$ cat src/design/lru_cache_with_expiry_top_macros.svh
// Assertion helpers shared by the modules that check themselves.
`ifndef LRU_CACHE_WITH_EXPIRY_TOP_MACROS_SVH
`define LRU_CACHE_WITH_EXPIRY_TOP_MACROS_SVH

// Checks that a condition holds at every clock edge outside reset.
`define LRUE_ASSERT(lbl, cond) \
  lbl: assert property (@(posedge clk) disable iff (rst) (cond)) \
    else $error("lru cache check failed");

// Checks that a condition in one cycle is followed by another in the next.
`define LRUE_ASSERT_NEXT(lbl, ante, cons) \
  lbl: assert property (@(posedge clk) disable iff (rst) (ante) |=> (cons)) \
    else $error("lru cache check failed");

`endif

$ cat src/design/lrue_queue.sv
// ----------------------------------------------------------------------------
// LRU cache with expiry: command queue
// Two-entry queue between the front end and the execution engine.
// ----------------------------------------------------------------------------
`timescale 1ns / 1ps
`default_nettype none

module lrue_queue #(
  parameter int WIDTH = 8
) (
  input  logic             clk,
  input  logic             rst,
  input  logic             push,
  input  logic [WIDTH-1:0] push_data,
  output logic             full,
  input  logic             pop,
  output logic             not_empty,
  output logic [WIDTH-1:0] pop_data
);

  logic [WIDTH-1:0] slots [2];
  logic             wr_ptr;
  logic             rd_ptr;
  logic [1:0]       fill;
  logic [1:0]       fill_next;

  assign full      = (fill == 2'd2);
  assign not_empty = (fill != 2'd0);
  assign pop_data  = slots[rd_ptr];

  always_comb begin
    fill_next = fill;
    if (push && !pop) begin
      fill_next = fill + 2'd1;
    end else if (pop && !push) begin
      fill_next = fill - 2'd1;
    end
  end

  always_ff @(posedge clk) begin
    if (rst) begin
      wr_ptr <= 1'b0;
      rd_ptr <= 1'b0;
      fill   <= 2'd0;
    end else begin
      if (push) begin
        wr_ptr <= ~wr_ptr;
      end
      if (pop) begin
        rd_ptr <= ~rd_ptr;
      end
      fill <= fill_next;
    end
  end

  always_ff @(posedge clk) begin
    if (push) begin
      slots[wr_ptr] <= push_data;
    end
  end

endmodule

`default_nettype wire

$ cat config.mk
export PLATFORM = sky130hd
export DESIGN_NAME = lrue_queue
export DESIGN_NICKNAME = d
export VERILOG_FILES = /design/src/design/lru_cache_with_expiry_top_macros.svh /design/src/design/lrue_queue.sv
export SDC_FILE = /design/constraint.sdc
export NUM_CORES = 1
export LEC_CHECK = 0
export BUFFER_PORTS_ARGS = -buffer_cell sky130_fd_sc_hd__buf_4
export CORE_MARGIN = 8
export CORE_UTILIZATION = 48
export DETAILED_ROUTE_END_ITERATION = 16
export PLACE_DENSITY = 0.74
export SYNTH_ARGS = -nofsm -noshare
export SYNTH_HDL_FRONTEND = slang
export SYNTH_SLANG_ARGS = --single-unit
$ cat constraint.sdc
create_clock -name clk -period 1.36 [get_ports clk]
set_input_delay 0.204 -clock clk [delete_from_list [all_inputs] [get_ports clk]]
set_output_delay 0.204 -clock clk [all_outputs]
set_load 0.005 [all_outputs]
# == After elaboration in Yosys (flattened, before gate mapping) ==
# Memories as Yosys holds them, arrays and structs flattened. A register that Yosys moved wholly into a read port is not among the register bits.
# Cells that the tools add are included.
# op_classes
addsub,2
n_mul,0
n_div,0
n_lt_le_gt_ge,0
eq_ne,1
n_shift,0
n_mux,6
bitwise_logic,2
reduce_logical,6
# ops
operator,n
two-way mux 1 bit,4
two-way mux 2 bit,2
nonzero test 2 bit,2
"adder 2 x 1 -> 2 bit, second input constant",1
"== test 2 bit, second input constant",1
logical AND 1 bit,2
logical NOT 1 bit,2
NOT 1 bit,2
"subtractor 2 x 1 -> 2 bit, second input constant",1
# word_totals
register_bits,4
latchBits,0
ramBits,16
rom_bits,0
wordCells,21
mem_count,1
# mem_list
memory,words,width,read_ports,rd_clocked_by_memory_dff,wr,line,text
slots,2,8,1,1,1,lrue_queue.sv:21,logic [WIDTH-1:0] slots [2];

# == Logic depth before layout (Yosys ltp) ==
# logic_depth
depth_word,4
depth_mapped,5
mapped_depth_nobuf,5

# == Worst setup path before layout ==
# No wires, ideal clock.
# synth_timing
kind,reg-to-reg
startpoint,reg wr_ptr
endpoint,mem slots[0][0] (enable)
setup_ps,373
t_arrival_ps,715
slack_ps,272
stages_incl_launch_ff,2
n_path_buf,0
cell_sequence,dfxtp_1 -> nor2b_1
# synth_rtl
element,line,text
"start, declared",lrue_queue.sv:22,logic wr_ptr;
"start signal, assigned",lrue_queue.sv:47,wr_ptr <= ~wr_ptr;
"end, declared",lrue_queue.sv:21,
# Straight into the memory's write port.

==> results.md <==
Run status:
- The run finished, with violations left.
- The checks that failed: negative setup slack.

STA:
- The maximum clock frequency is 720 MHz.
- The setup TNS is -0.201 ns.
- Across the routed clock network, the largest skew measured is 0.00338 ns.
- The final-report max-slew violation count was 0.
- The worst hold margin is between 0.08 and 0.09 ns.
- At the pin with the least slew margin, the transition time is between 0.3 and 0.4 ns.
- Headroom to the max-slew limit came out at about 75%.
- The final count of hold timing violations is 0.
- Setup repair after global routing could not meet its margin everywhere.
- The final critical-path share of the clock period is 102%.
- Setup violations remaining at the end of the flow were counted as 8.
- The minimum period implied by the final worst setup slack is between 1 and 1.5 ns.
- The setup slack after layout is -0.0284 ns.

Clock network:
- Clock tree synthesis found a total of 21 sinks.
- The clock transition at the registers of the reported paths is approximately 0.11 ns.
- Counting along the longest clock path gives a buffer depth of 2.
- TritonCTS built the clock tree.
- CTS built an H-tree with a depth of 1.
- The number of setup buffers added after CTS is 0.
- In this run, CTS created clock tree buffers numbering 3.
- CTS placed an instance of sky130_fd_sc_hd__clkbuf_4 at the clock tree root.
- The clock reaches the later pin of the worst-skew pair after around 0.3 ns.

Floorplanning:
- The chip width is 56.5 um.
- The count of boundary I/O pins is 22.
- The die is around 56 um tall.
- For this configuration, the core starts out at a cell density of roughly 52%.
- The die covers 3190 um^2.
- The cell row count is 14.
- The core region is around 1500 um^2.

Flow run:
- The tool flagged a number of max-cap violations equal to 0.

Worst setup path:
- The cell with the largest stage delay on the worst path is sky130_fd_sc_hd__dfxtp_4.
- At the worst endpoint, the required time is approximately 1.2 ns.
- The signal on the critical path passes through mux2_4 -> buf_6.
- The worst setup path endpoint is pop_data[5].
- The total buffers and inverters traversed by the critical path is 1.
- The depth of the worst register-to-register path is 1.
- The beginning of the worst register-to-register path is wr_ptr.
- In this run the number of cells on the critical path is 2.
- The largest single stage delay on the critical path is ~0.45 ns.
- The cell family contributing the most delay on the critical path is flip-flops.
- The category of the worst setup path capture point is a primary output.
- At the worst endpoint, the arrival time is 1.18 ns.
- The type of the worst setup path is flip-flop to primary output.
- In this run the worst path has a maximum fanout of 8.
- The register-to-register path setup slack is slightly below 0.3 ns.
- STA classifies the critical path startpoint as a flip-flop.
- The endpoint of the worst register-to-register path is slots[1][2].

Pwr:
- The analysis attributes to cell leakage a power of 0.000442 uW.
- The overall power consumption is between 1000 and 1500 uW.
- Across the VDD grid, the largest voltage drop is 0.720 mV.
- Dividing total power by cell area gives a power density of 1220 nW/um^2.

Detailed routing:
- The detail route stage leaves a number of antenna-violating nets equal to 0.
- After detailed routing, the number of remaining DRC violations is 0.
- The first TritonRoute pass finished after 3 iterations.
- The number of DRC violations after detailed-routing iteration 0 is 4.
- After detailed routing, the number of vias per cell comes to between 5 and 6.
- After detailed routing, the average wire length per cell comes to between 15 and 20 um.
- Detailed routing inserted a total of 456 vias.
- Wires add up to between 1 and 1.5 mm.

Final layout:
- Cells with a size suffix above 1 make up ~51% of the layout.
- The area occupied by multi-input gates is between 200 and 250 um^2.
- Summing all flip-flop and latch instances after layout gives 584 um^2.
- The signed area change from the synthesized netlist to the final layout is 34.6%.
- Fill cells in the final layout number 111.
- The final-stage net count is 86.
- The repair_antennas step left the layout with diodes totalling 0.
- Once layout is complete, the utilization of the core stands at approximately 69%.

Logic synthesis:
- The leading area contributor after synthesis is sky130_fd_sc_hd__edfxtp_1.
- The gate count of the mapped netlist is 47.
- The average footprint of a synthesized cell is ~17 um^2.
- The number of library cell types mapped by synthesis is 16.
- The Yosys step of the flow raised 0 warnings.
- The fraction of the yosys area taken by sequential cells is 73.9%.
- Among all flip-flop cells after synthesis, the most frequent one is sky130_fd_sc_hd__edfxtp_1.
- The number of nets in the synthesized netlist is 60.
- The combined area of all synthesized cells is slightly below 800 um^2.
- The flip-flop and latch count after synthesis is 21.
- Yosys attributes the largest share of cell area to sky130_fd_sc_hd__edfxtp_1 61%, sky130_fd_sc_hd__dfxtp_1 13%, sky130_fd_sc_hd__mux2_2 11%, sky130_fd_sc_hd__xnor2_1 2.2%, sky130_fd_sc_hd__xor2_1 2.2%.
- The share of the synthesized area in the top cell type is about three fifths.
- The most instantiated library cell after synthesis is sky130_fd_sc_hd__edfxtp_1.
- The count of flip-flops with a built-in enable after synthesis is 16.
- By count the netlist is led by 16 x sky130_fd_sc_hd__edfxtp_1, 8 x sky130_fd_sc_hd__mux2_2, 5 x sky130_fd_sc_hd__dfxtp_1.
- The async set-or-reset flop fraction in the synthesized netlist is 0%.

GRT:
- The initial antenna violation count is 0.
- The first-pass GRT wire length is between 2 and 2.5 mm.
- The total overflow left after global routing is 0.
- The largest net degree at the start of global routing is 13.
- For this run, the total global-route usage over all layers was measured as under 10%.
- The number of global-route vias before repair is 478.

Placed design:
- Summed over all nets, the half-perimeter wirelength after detailed placement is roughly 1000 um.
- The total of buffers placed on input and output ports is 21.
- The congestion estimate from routability-driven global placement came to 0.705.

Hold path:
- The worst hold path class is primary input to flip-flop.
-- repair_timing --
item | in CTS | in global routing
hold buffers | 0 | 0
gates resized for setup | 18 | 0
cloned | 0 | 0
endpoints found under the setup margin | 8 | 8
hold endpoints to repair | 0 | 0
-- stage by stage --
stage / cell area (um^2) / instances / setup slack [ns]
floorplan: 786 / 47 / 0.272
global placement: 966 / 84 / 0.129
detailed placement: 966 / 84 / 0.112
CTS: 1060 / 88 / -0.0493
global route: 1060 / 88 / -0.0747
finish: 1060 / 88 / -0.0284
-- flip-flops by register name, summed over array words and instances, names as in the netlist, named ones only --
signal  flops
slots      16
fill        2
rd_ptr      1
wr_ptr      1
-- layout make-up --
cell class	count	share of cell area, %
Clock inverter	1	0.473
Inverter	1	0.355
Multi-Input combinational cell	24	21.4
Sequential cell	21	55.3
Clock buffer	3	2.13
Tap cell	16	1.89
Timing Repair Buffer	22	18.5
-- per-layer routing --
layer	GRT usage (%)	vias to the layer above	wire, um
met5	0	-	0
met4	7.22	0	42
met3	4.27	4	89
met2	14.1	13	679
met1	8.84	219	510
li1	-	220	-
-- power breakdown --
part	total (uW)	leakage [uW]	switching [uW]	internal (uW)
registers	772	0.000192	31.4	741
clock network	286	0.0000177	176	110
logic	227	0.000232	75.2	152
total	1290	0.000442	283	1000
-- cells by family after synthesis --
| kind of cell | synth area share [%] |
|---|---|
| xor gates and xnor gates | 4.46 |
| AOI/OAI and AO/OA | 1.27 |
| buffers and inverters | 1.11 |
| and+or+nand+nor | 6.21 |
| adders and majority gates | 1.59 |
| muxes | 11.5 |
| DFF | 73.9 |
-- worst min-delay path by stage --
stage,endpoint,depth (start not counted),slack (ns),from
CTS,slots[1][3],1,0.07,push_data[3]
detailed placement,slots[1][3],1,0.39,push_data[3]
global placement,slots[0][0],1,0.39,push_data[0]
finish,slots[0][3],1,0.08,push_data[3]
floorplan,fill[1],1,0.27,rst
global route,slots[0][5],1,0.06,push_data[5]
-- cells in the final DEF (no fill, tap or decap) --
master,instances
sky130_fd_sc_hd__clkbuf_4,3
sky130_fd_sc_hd__dfxtp_4,1
sky130_fd_sc_hd__nor2_1,4
sky130_fd_sc_hd__buf_6,8
sky130_fd_sc_hd__edfxtp_1,16
sky130_fd_sc_hd__or2_2,1
sky130_fd_sc_hd__mux2_4,8
sky130_fd_sc_hd__a21oi_1,1
sky130_fd_sc_hd__buf_4,14
sky130_fd_sc_hd__and2_1,1
sky130_fd_sc_hd__dfxtp_1,4
sky130_fd_sc_hd__xnor2_1,2
sky130_fd_sc_hd__or3_1,1
sky130_fd_sc_hd__nor2b_1,1
sky130_fd_sc_hd__o21ai_0,1
sky130_fd_sc_hd__xor2_1,2
sky130_fd_sc_hd__clkinv_2,1
sky130_fd_sc_hd__inv_1,1
sky130_fd_sc_hd__ha_1,1
sky130_fd_sc_hd__and2b_2,1
No activity file was read; power rests on OpenSTA's default activity.
